===== src/rtl/drid_pkg.sv =====
// Shared types, codes and helpers for the delta row index decoder.
`timescale 1ns / 1ps

package drid_pkg;

  localparam int unsigned KeyW = 63;
  localparam int unsigned AccW = 64;
  localparam int unsigned ElemW = 31;

  typedef enum logic [1:0] {
    KIND_SINGLE = 2'd0,
    KIND_RANGE  = 2'd1,
    KIND_END    = 2'd2,
    KIND_BAD    = 2'd3
  } kind_e;

  typedef enum logic [1:0] {
    PH_CMD   = 2'd0,
    PH_VALUE = 2'd1,
    PH_ELEM  = 2'd2
  } phase_e;

  // Command field, bits 6:3 of a command byte.
  localparam logic [3:0] CMD_OFFSET = 4'd1;
  localparam logic [3:0] CMD_SHORTS = 4'd2;
  localparam logic [3:0] CMD_BYTES  = 4'd3;
  localparam logic [3:0] CMD_END    = 4'd4;

  // Width codes, bits 2:0 of a command byte.
  localparam logic [2:0] WID_2B = 3'd1;
  localparam logic [2:0] WID_4B = 3'd2;
  localparam logic [2:0] WID_8B = 3'd3;
  localparam logic [2:0] WID_1B = 3'd4;

  typedef struct packed {
    kind_e             kind;
    logic [KeyW-1:0]   first_key;
    logic [KeyW-1:0]   last_key;
    logic              is_last;
  } result_t;

  typedef struct packed {
    logic [1:0] cnt;
    result_t    r0;
    result_t    r1;
  } push_t;

  function automatic logic [3:0] value_bytes(input logic [2:0] code);
    logic [3:0] len;
    unique case (code)
      WID_2B:  len = 4'd2;
      WID_4B:  len = 4'd4;
      WID_8B:  len = 4'd8;
      WID_1B:  len = 4'd1;
      default: len = 4'd0;
    endcase
    return len;
  endfunction

  function automatic result_t mk_result(input kind_e kind, input logic [KeyW-1:0] first,
                                        input logic [KeyW-1:0] last);
    result_t r;
    r.kind      = kind;
    r.first_key = first;
    r.last_key  = last;
    r.is_last   = 1'b0;
    return r;
  endfunction

endpackage


===== src/rtl/drid_if.sv =====
// Stream channel interfaces: encoded byte input and decoded result output.
`timescale 1ns / 1ps

interface drid_in_if;
  logic       valid;
  logic       ready;
  logic [7:0] in_byte;

  modport source (output valid, output in_byte, input ready);
  modport sink (input valid, input in_byte, output ready);
endinterface

interface drid_out_if;
  import drid_pkg::*;
  logic             valid;
  logic             ready;
  kind_e            kind;
  logic [KeyW-1:0]  first_key;
  logic [KeyW-1:0]  last_key;
  logic             is_last;

  modport source (output valid, output kind, output first_key, output last_key,
                  output is_last, input ready);
  modport sink (input valid, input kind, input first_key, input last_key,
                input is_last, output ready);
endinterface


===== src/rtl/drid_decode.sv =====
// Byte register, decoder state and single-pass command/value decode.
`timescale 1ns / 1ps

module drid_decode (
  input  logic            clk_i,
  input  logic            rst_ni,
  input  logic            in_valid_i,
  input  logic [7:0]      in_byte_i,
  output logic            in_ready_o,
  input  logic            room_i,
  output drid_pkg::push_t push_o
);
  import drid_pkg::*;

  typedef struct packed {
    phase_e            phase;
    logic [1:0]        ckind;
    logic [2:0]        wcode;
    logic [AccW-1:0]   acc;
    logic [3:0]        bleft;
    logic [ElemW-1:0]  eleft;
    logic [AccW-1:0]   roff;
    logic [KeyW-1:0]   pkey;
    logic              pvld;
  } st_t;

  function automatic st_t clear_st();
    st_t s;
    s.phase = PH_CMD;
    s.ckind = '0;
    s.wcode = '0;
    s.acc   = '0;
    s.bleft = '0;
    s.eleft = '0;
    s.roff  = '0;
    s.pkey  = '0;
    s.pvld  = 1'b0;
    return s;
  endfunction

  logic [7:0]       byte_q;
  logic             bvld_q;
  st_t              st_q, st_d;
  logic             advance;
  logic [AccW-1:0]  acc_sh;
  logic [3:0]       bl_dec;
  logic [3:0]       len;
  logic [AccW-1:0]  val;
  logic             neg;
  logic [AccW-1:0]  sum;
  logic [KeyW-1:0]  key;
  logic [3:0]       cmd;
  logic [ElemW-1:0] el_dec;
  result_t          r0, r1;
  logic [1:0]       n;

  assign advance    = bvld_q && room_i;
  assign in_ready_o = !bvld_q || advance;

  assign acc_sh = {byte_q, st_q.acc[AccW-1:8]};
  assign bl_dec = (st_q.bleft != 4'd0) ? st_q.bleft - 4'd1 : 4'd0;
  assign cmd    = byte_q[6:3];
  assign el_dec = st_q.eleft - ElemW'(1);

  always_comb begin
    if (st_q.phase == PH_VALUE) begin
      len = value_bytes(st_q.wcode);
    end else begin
      len = (st_q.ckind == CMD_SHORTS[1:0]) ? 4'd2 : 4'd1;
    end
  end

  always_comb begin
    case (len)
      4'd2:    val = {{48{acc_sh[63]}}, acc_sh[63:48]};
      4'd4:    val = {{32{acc_sh[63]}}, acc_sh[63:32]};
      4'd8:    val = acc_sh;
      default: val = {{56{acc_sh[63]}}, acc_sh[63:56]};
    endcase
  end

  // Magnitude add: two's complement negate folded into the carry-in.
  assign neg = val[AccW-1];
  assign sum = st_q.roff + (val ^ {AccW{neg}}) + {{(AccW-1){1'b0}}, neg};
  assign key = sum[KeyW-1:0];

  always_comb begin
    st_d = st_q;
    r0   = mk_result(KIND_SINGLE, '0, '0);
    r1   = mk_result(KIND_SINGLE, '0, '0);
    n    = 2'd0;
    unique case (st_q.phase)
      PH_CMD: begin
        if (cmd == CMD_END) begin
          if (st_q.pvld) begin
            r0 = mk_result(KIND_SINGLE, st_q.pkey, st_q.pkey);
            r1 = mk_result(KIND_END, '0, '0);
            n  = 2'd2;
          end else begin
            r0 = mk_result(KIND_END, '0, '0);
            n  = 2'd1;
          end
          st_d = clear_st();
        end else if ((cmd == CMD_OFFSET || cmd == CMD_SHORTS || cmd == CMD_BYTES) &&
                     value_bytes(byte_q[2:0]) != 4'd0) begin
          st_d.ckind = cmd[1:0];
          st_d.wcode = byte_q[2:0];
          st_d.bleft = value_bytes(byte_q[2:0]);
          st_d.acc   = '0;
          st_d.phase = PH_VALUE;
        end else begin
          st_d = clear_st();
          r0   = mk_result(KIND_BAD, '0, '0);
          n    = 2'd1;
        end
      end
      PH_VALUE, PH_ELEM: begin
        st_d.acc   = acc_sh;
        st_d.bleft = bl_dec;
        if (bl_dec == 4'd0) begin
          st_d.acc = '0;
          if (st_q.phase == PH_VALUE && st_q.ckind != CMD_OFFSET[1:0]) begin
            if (val[31] || val[30:0] == '0) begin
              st_d.eleft = '0;
              st_d.phase = PH_CMD;
            end else begin
              st_d.eleft = val[ElemW-1:0];
              st_d.phase = PH_ELEM;
              st_d.bleft = (st_q.ckind == CMD_SHORTS[1:0]) ? 4'd2 : 4'd1;
            end
          end else begin
            if (st_q.phase == PH_ELEM) begin
              st_d.eleft = el_dec;
              if (el_dec != '0) begin
                st_d.bleft = (st_q.ckind == CMD_SHORTS[1:0]) ? 4'd2 : 4'd1;
              end else begin
                st_d.phase = PH_CMD;
              end
            end else begin
              st_d.phase = PH_CMD;
            end
            st_d.roff = sum;
            if (!st_q.pvld) begin
              if (neg) begin
                st_d = clear_st();
                r0   = mk_result(KIND_BAD, '0, '0);
                n    = 2'd1;
              end else begin
                st_d.pkey = key;
                st_d.pvld = 1'b1;
              end
            end else if (neg) begin
              r0        = mk_result(KIND_RANGE, st_q.pkey, key);
              n         = 2'd1;
              st_d.pvld = 1'b0;
              st_d.pkey = '0;
            end else begin
              r0        = mk_result(KIND_SINGLE, st_q.pkey, st_q.pkey);
              n         = 2'd1;
              st_d.pkey = key;
            end
          end
        end
      end
      default: begin
        st_d = clear_st();
      end
    endcase
    if (n == 2'd2) begin
      r1.is_last = 1'b1;
    end else begin
      r0.is_last = 1'b1;
    end
  end

  always_comb begin
    push_o.cnt = advance ? n : 2'd0;
    push_o.r0  = r0;
    push_o.r1  = r1;
  end

  always_ff @(posedge clk_i or negedge rst_ni) begin
    if (!rst_ni) begin
      bvld_q <= 1'b0;
      st_q   <= clear_st();
    end else begin
      if (in_valid_i && in_ready_o) begin
        bvld_q <= 1'b1;
      end else if (advance) begin
        bvld_q <= 1'b0;
      end
      if (advance) begin
        st_q <= st_d;
      end
    end
  end

  always_ff @(posedge clk_i) begin
    if (in_valid_i && in_ready_o) begin
      byte_q <= in_byte_i;
    end
  end

`ifndef ASSERT_OFF
  a_two_is_flush_end: assert property (@(posedge clk_i) disable iff (!rst_ni)
    push_o.cnt == 2'd2 |-> push_o.r0.kind == KIND_SINGLE && push_o.r1.kind == KIND_END)
    else $error("two results must be a pending flush followed by end");
  a_push_needs_byte: assert property (@(posedge clk_i) disable iff (!rst_ni)
    push_o.cnt != 2'd0 |-> bvld_q && room_i)
    else $error("results pushed without a held byte or queue room");
  a_bad_clears: assert property (@(posedge clk_i) disable iff (!rst_ni)
    advance && push_o.cnt != 2'd0 && push_o.r0.kind == KIND_BAD
    |=> st_q.phase == PH_CMD && !st_q.pvld && st_q.roff == '0)
    else $error("bad stream did not clear decoder state");
`endif

endmodule


===== src/rtl/drid_fifo.sv =====
// Four-entry result queue that takes up to two results per cycle while it holds at most two.
`timescale 1ns / 1ps

module drid_fifo (
  input  logic              clk_i,
  input  logic              rst_ni,
  input  drid_pkg::push_t   push_i,
  output logic              room_o,
  output logic              out_valid_o,
  input  logic              out_ready_i,
  output drid_pkg::result_t out_data_o
);
  import drid_pkg::*;

  result_t    mem_q [4];
  logic [1:0] wr_q, rd_q;
  logic [2:0] cnt_q, cnt_d;
  logic       pop;

  assign out_valid_o = cnt_q != 3'd0;
  assign out_data_o  = mem_q[rd_q];
  assign pop         = out_valid_o && out_ready_i;
  assign room_o      = cnt_q <= 3'd2;
  assign cnt_d       = cnt_q + {1'b0, push_i.cnt} - {2'b00, pop};

  always_ff @(posedge clk_i or negedge rst_ni) begin
    if (!rst_ni) begin
      wr_q  <= '0;
      rd_q  <= '0;
      cnt_q <= '0;
    end else begin
      wr_q  <= wr_q + push_i.cnt;
      rd_q  <= rd_q + {1'b0, pop};
      cnt_q <= cnt_d;
    end
  end

  always_ff @(posedge clk_i) begin
    if (push_i.cnt != 2'd0) begin
      mem_q[wr_q] <= push_i.r0;
    end
    if (push_i.cnt == 2'd2) begin
      mem_q[wr_q + 2'd1] <= push_i.r1;
    end
  end

`ifndef ASSERT_OFF
  a_no_overflow: assert property (@(posedge clk_i) disable iff (!rst_ni)
    push_i.cnt != 2'd0 |-> cnt_q <= 3'd2)
    else $error("result pushed into a full queue");
  a_count_bound: assert property (@(posedge clk_i) disable iff (!rst_ni)
    cnt_q <= 3'd4 && push_i.cnt != 2'd3)
    else $error("queue count out of range");
`endif

endmodule


===== src/rtl/delta_row_index_decoder_top.sv =====
// Top level of the delta row index decoder.
`timescale 1ns / 1ps

// Takes one encoded byte per cycle while the queue has room, and emits single
// keys, inclusive ranges, end markers and bad-stream results, one result per
// output transfer. A byte is held in an input register, decoded against the
// running offset and pending key, and its results go into a four-entry queue
// that drives the output, so a result is offered once its byte has passed the
// input register and been written into the queue. The input keeps taking a
// byte every cycle while the queue holds at most two results; the only byte
// that yields two results is an end command with a key pending, which needs
// two output transfers.
module delta_row_index_decoder_top (
  input  logic   clk_i,
  input  logic   rst_ni,
  drid_in_if.sink   in_i,
  drid_out_if.source out_o
);
  import drid_pkg::*;

  push_t   push;
  logic    room;
  result_t head;

  drid_decode u_decode (
    .clk_i      (clk_i),
    .rst_ni     (rst_ni),
    .in_valid_i (in_i.valid),
    .in_byte_i  (in_i.in_byte),
    .in_ready_o (in_i.ready),
    .room_i     (room),
    .push_o     (push)
  );

  drid_fifo u_fifo (
    .clk_i       (clk_i),
    .rst_ni      (rst_ni),
    .push_i      (push),
    .room_o      (room),
    .out_valid_o (out_o.valid),
    .out_ready_i (out_o.ready),
    .out_data_o  (head)
  );

  assign out_o.kind      = head.kind;
  assign out_o.first_key = head.first_key;
  assign out_o.last_key  = head.last_key;
  assign out_o.is_last   = head.is_last;

endmodule


===== src/flat_wrapper.sv =====
// flat-port wrapper written by rule: the top's interface ports become plain ports
module delta_row_index_decoder_top_flat import drid_pkg::*;
  (clk_i, rst_ni, in_i_valid, in_i_in_byte, in_i_ready, out_o_valid, out_o_kind, out_o_first_key, out_o_last_key, out_o_is_last, out_o_ready);
  drid_in_if in_i_i ();
  drid_out_if out_o_i ();
  input  logic clk_i;
  input  logic rst_ni;
  input wire logic [$bits(in_i_i.valid)-1:0] in_i_valid;
  input wire logic [$bits(in_i_i.in_byte)-1:0] in_i_in_byte;
  output wire logic [$bits(in_i_i.ready)-1:0] in_i_ready;
  output wire logic [$bits(out_o_i.valid)-1:0] out_o_valid;
  output wire logic [$bits(out_o_i.kind)-1:0] out_o_kind;
  output wire logic [$bits(out_o_i.first_key)-1:0] out_o_first_key;
  output wire logic [$bits(out_o_i.last_key)-1:0] out_o_last_key;
  output wire logic [$bits(out_o_i.is_last)-1:0] out_o_is_last;
  input wire logic [$bits(out_o_i.ready)-1:0] out_o_ready;
  assign in_i_i.valid = in_i_valid;
  assign in_i_i.in_byte = in_i_in_byte;
  assign in_i_ready = in_i_i.ready;
  assign out_o_valid = out_o_i.valid;
  assign out_o_kind = out_o_i.kind;
  assign out_o_first_key = out_o_i.first_key;
  assign out_o_last_key = out_o_i.last_key;
  assign out_o_is_last = out_o_i.is_last;
  assign out_o_i.ready = out_o_ready;
  delta_row_index_decoder_top u_core (.clk_i(clk_i), .rst_ni(rst_ni), .in_i(in_i_i), .out_o(out_o_i));
endmodule

===== config.mk =====
export PLATFORM = sky130hd
export DESIGN_NAME = delta_row_index_decoder_top_flat
export DESIGN_NICKNAME = d
export VERILOG_FILES = /design/src/rtl/drid_pkg.sv /design/src/rtl/drid_if.sv /design/src/rtl/drid_decode.sv /design/src/rtl/drid_fifo.sv /design/src/rtl/delta_row_index_decoder_top.sv /design/src/flat_wrapper.sv
export SDC_FILE = /design/constraint.sdc
export NUM_CORES = 2
export LEC_CHECK = 0
export BUFFER_PORTS_ARGS = -buffer_cell sky130_fd_sc_hd__buf_4
export CORE_ASPECT_RATIO = 1.1
export CORE_MARGIN = 2
export CORE_UTILIZATION = 25
export DETAILED_ROUTE_END_ITERATION = 16
export PLACE_DENSITY = 0.44
export SKIP_LAST_GASP = 1
export SYNTH_ARGS = -nofsm -noshare
export SYNTH_HDL_FRONTEND = slang
export SYNTH_SLANG_ARGS = --single-unit
export TNS_END_PERCENT = 5

===== constraint.sdc =====
create_clock -name clk_i -period 6 [get_ports clk_i]
set_input_delay 0.6 -clock clk_i [delete_from_list [all_inputs] [get_ports clk_i]]
set_output_delay 0.6 -clock clk_i [all_outputs]
set_load 0.1 [all_outputs]

# Word level (Yosys, flattened, before mapping)
# Memory sizes are Yosys's and may differ from the RTL's.
# Index checks and enable logic that the tools add are counted.
[totals]
register_bits = 250
n_memories = 1
out_inout_bits = 131
inputBits = 12
ram_bits = 516
wordCells = 135
[op_classes]
n_bitwise = 1
n_addsub = 9
magnitude_cmp = 1
n_reduce_logical = 24
n_eq_ne = 26
mux = 59
[mem_list]
columns = ["memory", "depth", "width", "read_ports", "rd_clocked_by_memory_dff", "wr", "line", "text"]
rows = [
  ["u_core.u_fifo.mem_q", 4, 129, 1, 0, 2, "drid_fifo.sv:15", "result_t mem_q [4];"],
]
[ops]
columns = ["cell", "n"]
rows = [
  ["$mux 129", 10],
  ["$pmux 234 s2", 1],
  ["$mux 170", 2],
  ["$pmux 129 s2", 1],
  ["$mux 128", 2],
  ["$mux 234", 1],
  ["$mux 233", 1],
  ["$pmux 63 s3", 1],
  ["$mux 159", 1],
  ["$mux 64", 2],
  ["$mux 74", 1],
  ["$mux 35", 2],
  ["$mux 69", 1],
  ["$add 64x1->64", 1],
  ["$add 64x64->64", 1],
  ["$xor 64x64->64", 1],
  ["$mux 63", 1],
  ["$pmux 4 s4", 2],
  ["$logic_not 31->1", 1],
  ["$mux 31", 1],
  ["$reduce_bool 31->1", 1],
  ["$sub 31x1->31 const B", 1],
  ["$mux 4", 6],
  ["$mux 2", 11],
  ["other kinds (34)", 67],
]

# Logic depth before layout (Yosys ltp)
[logic_depth]
word_depth = 14
mapped_depth = 21
ltp_nobuf = 18

# By module
# A second synthesis with hierarchy kept.
[hier_totals]
cells_unflattened = 3424
hier_area_um2 = 43436.7
[by_module_without_submodules]
columns = ["mod", "seq_area_each_um2", "area_each_um2", "cells_each", "n_inst"]
rows = [
  ["drid_fifo", 15670.0, 25443.2, 1289, 1],
  ["drid_decode", 5895.7, 17993.5, 2135, 1],
]

# Least setup slack after synthesis
# OpenSTA, ideal clock, no wires.
[synth_path]
path_type = "register to register"
startpoint = "reg u_core.u_decode.st_q[227] in the netlist's numbering"
endpoint = "mem u_core.u_fifo.mem_q[2][56] in the netlist's numbering"
required_ns = 5.878
t_arrival_ns = 4.681
setup_time_ns = 0.122
n_path_buf = 5
synth_period_minus_slack_ns = 4.803
stages_incl_launch_ff = 19
slack_ns = 1.197
cell_sequence = "dfrtp_1 -> buf_6 -> buf_2 -> buf_2 -> buf_2 -> buf_1 -> mux2i_1 -> xnor2_1 -> nor2_1 -> ha_1 -> and4_1 -> nand4_1 -> or4b_1 -> nor3_2 -> o21ai_1 -> o31a_1 -> and3_1 -> o21a_1 -> a221o_1"
[synth_lines]
columns = ["item", "line", "text"]
rows = [
  ["start: declaration", "drid_decode.sv:43", "st_t st_q, st_d;"],
  ["start signal: assignment", "drid_decode.sv:185", "st_q <= clear_st();"],
  ["start signal: assignment", "drid_decode.sv:193", "st_q <= st_d;"],
  ["end: declaration", "drid_fifo.sv:15", ""],
]

==> metrics.md <==
| Metric | Value |
|---|---|
| Status | completed |
| Setup_tns | 0 ps |
| Vias per inst | roughly 5.4 |
| CP most frequent cell | o21ai_0 |
| Synth area leaders | dfxtp_1 (28%), dfrtp_1 (16%), mux4_2 (7.9%), a32o_1 (7.0%), a22o_1 (5.3%) |
| Count leader, synth | dfxtp_1 |
| WP data arrival | 6020 ps |
| Synth Net Count | around 3,700 |
| Inserted Clock Buffers | just under 90 |
| Most instantiated cells after synthesis | dfxtp_1 (508), nand2_1 (281), o21ai_0 (281) |
| Seq cells post-synth | approximately 760 |
| Worst Setup Start Kind | register |
| Pleak | about 16 nW |
| Library cells used by synthesis | between 100 and 150 |
| Slew @ Worst Pin | roughly 1200 ps |
| Io pins | ~140 |
| Max_cap viols | 0 |
| Crit path buffers/inverters | 3 |
| Clock-pin slew on the worst setup and hold paths | 60 ps |
| Wire per inst | 26.1 um |
| Clk sinks | between 700 and 800 |
| CTS H-tree lvls | 3 |
| NumNets Final | approximately 3,700 |
| Row cnt | 147 |
| Post-Route WL | about 150 mm |
| Initial antenna violation count | 5 |
| Post-CTS Hold Fix Bufs | 1 |
| Critical Path RT | between 6000 and 7000 ps |
| TritonCTS clock tree | built |
| CP Depth | 19 |
| Pre-antenna DRT Iters | 5 |
| Critical Path, Cell by Cell | inv_1, ha_1, nand2b_1, o21ai_2, nor2_1, a21oi_1, xnor2_1, inv_1, fa_1, nor2b_1, o2111ai_1, a2111oi_2, buf_4, o21ai_0, and2_1, o21ai_0, a211oi_1, o21ai_0, o21ai_0 |
| Final Wtd Congestion | 0.947 |
| Layout cells sized above 1 | between 10% and 20% |
| Die area | approximately 150,000 sq um |
| CP max FO | 17 |
| FILL cells | 15,300 |
| IO buf count | about 140 |
| Tot GR Track Use | 19.1% |
| Skew-Pair Late Insertion Delay | between 700 and 800 ps |
| Final Skew | between 40 and 50 ps |
| Hold depth | 1 |
| Delay of the slowest critical-path stage | a little over 600 ps |
| Syn avg cell area | a little over 10 sq um |
| Critical path type | reg -> reg |
| Dpl cells | 5,449 |
| Top delay family on crit path | compound AO/OA/AOI/OAI gates |
| Max Freq | between 150 and 200 MHz |
| Max Slew Vio Count | 0 |
| Die Wd | between 300 and 400 um |
| CP max stage cell | o21ai_2 |
| Post-CTS Repair Setup Buffers | 0 |
| Post-synth EDFFs | 16 |
| Clock Path Buffers | 3 |
| Routed Antenna Nets | 0 |
| Worst IR Drop VDD | roughly 0.00025 V |
| Core area | about 150,000 sq um |
| Final setup viols | 0 |
| First-pass GRT wire length | ~210 mm |
| Resized cells post-CTS | 0 |
| Top FF cell, synth | dfxtp_1 |
| Vias in the first global route | about 30,000 |
| Finished Core Util | 29.4% |
| Sequential cell area fraction in the yosys report | 45.0% |
| Hold Crit Class | in -> reg |
| Starting density of the core | roughly a quarter |
| R2R depth | 19 |
| Largest net degree at the start of global routing | between 200 and 300 |
| Post-synth ARST share | between 30% and 40% |
| HPWL after detailed placement | between 100 and 150 mm |
| Final Non-Filler Cells | 5,614 |
| Die Y-Extent | approximately 410 um |
| DRC Markers | 0 |
| Initial drt markers | about 2,700 |
| Layout area overhead | 17.0% |
| Pwr dens | around 380 nW/um^2 |
| Hold Vio Cnt, Final | 0 |
| Synth area leader | dfxtp_1 |
| Post-Syn Instances | ~3,600 |
| RSZ-0062 raised after global routing | no |
| Via Count | 30,500 |
| Overflow after GRT | 0 |
| Slew HR | 17.9% |
| Fin crit share | about nine tenths |
| Netlist Area Pre-Place | approximately 37,000 sq um |
| Clock Tree Root | clkbuf_16 |
| Minimum clock period | 5440 ps |
| Synth top area share | 27.8% |
| Crit. End Element | register |
| Yosys warns | 0 |
## state kept, by name, summed over array words and instances (netlist names)
register / count
u_core.u_fifo.cnt_q: 3
u_core.u_decode.acc_sh: 56
u_core.u_fifo.wr_q: 2
u_core.u_decode.bvld_q: 1
u_core.u_fifo.mem_q: 516
u_core.u_decode.byte_q: 8
u_core.u_decode.st_q: 169
u_core.u_fifo.rd_q: 2
## layout make-up
type / instances / area [sq um] / area share [%]
repair buffers: 243 / 1970 / 4.60
diodes: 4 / 10.0 / 0.0234
clock inverters: 22 / 313 / 0.730
flip-flops and latches: 757 / 16500 / 38.5
well taps: 1937 / 2420 / 5.66
inverters: 50 / 188 / 0.438
multi-input cells: 2463 / 18800 / 43.9
clock buffers: 138 / 2640 / 6.17
## cell families after synthesis
logic type / share of synthesized area [%]
AOI/OAI and AO/OA: 25.4
and+or+nand+nor: 10.7
DFF: 45.0
buffers and inverters: 3.90
muxes: 8.92
xor gates and xnor gates: 3.13
adders and majority gates: 2.98
## power by group
part	internal, mW	leakage (nW)	switching (mW)
Sequential	5.30	7.48	0.400
Clock	3.22	1.45	2.32
Combinational	1.42	7.54	3.70
Total	9.94	16.5	6.42
## final timing paths
check                                                        startpoint                                      end  slack (ps)
max in group asynchronous                                        rst_ni   u_core.u_decode.acc_sh[19]$_DFFE_PN0P_        4290
worst min-delay path                                    in_i_in_byte[5]      u_core.u_decode.byte_q[5]$_DFFE_PP_          70
worst max-delay path              u_core.u_decode.st_q[233]$_DFFE_PN0P_  u_core.u_fifo.mem_q[3][55]$_SDFFE_PP0P_         560
worst max register to register    u_core.u_decode.st_q[233]$_DFFE_PN0P_  u_core.u_fifo.mem_q[3][55]$_SDFFE_PP0P_         560
min in group asynchronous                                        rst_ni     u_core.u_decode.st_q[70]$_DFFE_PN0P_         520
worst min register to register  u_core.u_fifo.mem_q[2][62]$_SDFFE_PP0P_  u_core.u_fifo.mem_q[2][62]$_SDFFE_PP0P_         440
## routing by layer
| metal | track usage, % | wire length (um) | vias up |
|---|---|---|---|
| li1 | - | - | 13800 |
| met1 | 24.4 | 63000 | 15600 |
| met2 | 32.1 | 70400 | 823 |
| met3 | 2.95 | 7180 | 220 |
| met4 | 7.81 | 6150 | 2 |
| met5 | 0 | 12 | - |
## layout by cell type (no fill, tap or decap), types with 12 or more instances in the layout
master	count
nor4_1	21
a32oi_1	12
a22oi_1	20
xnor2_1	99
mux2i_1	30
or3_1	12
xor2_1	32
mux4_2	129
nor3_1	48
nand2_1	280
dfrtp_1	230
buf_4	230
a22o_1	223
o21ai_1	26
o211ai_1	17
and3_1	26
o221ai_1	35
or2_2	14
o21ai_0	281
inv_1	49
a31oi_1	45
a32o_1	255
o21a_1	16
a21o_1	33
nand4_1	29
clkbuf_16	90
nand3_1	115
a21oi_1	175
dfxtp_1	508
clkbuf_8	21
edfxtp_1	16
ha_1	84
nor2_1	194
and2_1	18
clkbuf_1	27
nand2b_1	12
## metrics by stage
step | hold WS, ps | power (mW) | setup WS, ps | instance area [sq um]
floorplan | 304 | 9.01 | 1200 | 36600
global placement | 428 | 11.0 | 691 | 39900
detailed placement | 436 | 11.0 | 658 | 39900
CTS | 26.4 | 16.5 | 632 | 42800
global route | 53.7 | 17.1 | 140 | 42800
finish | 72.7 | 16.4 | 557 | 42800
(Power assumes the default switching activity.)
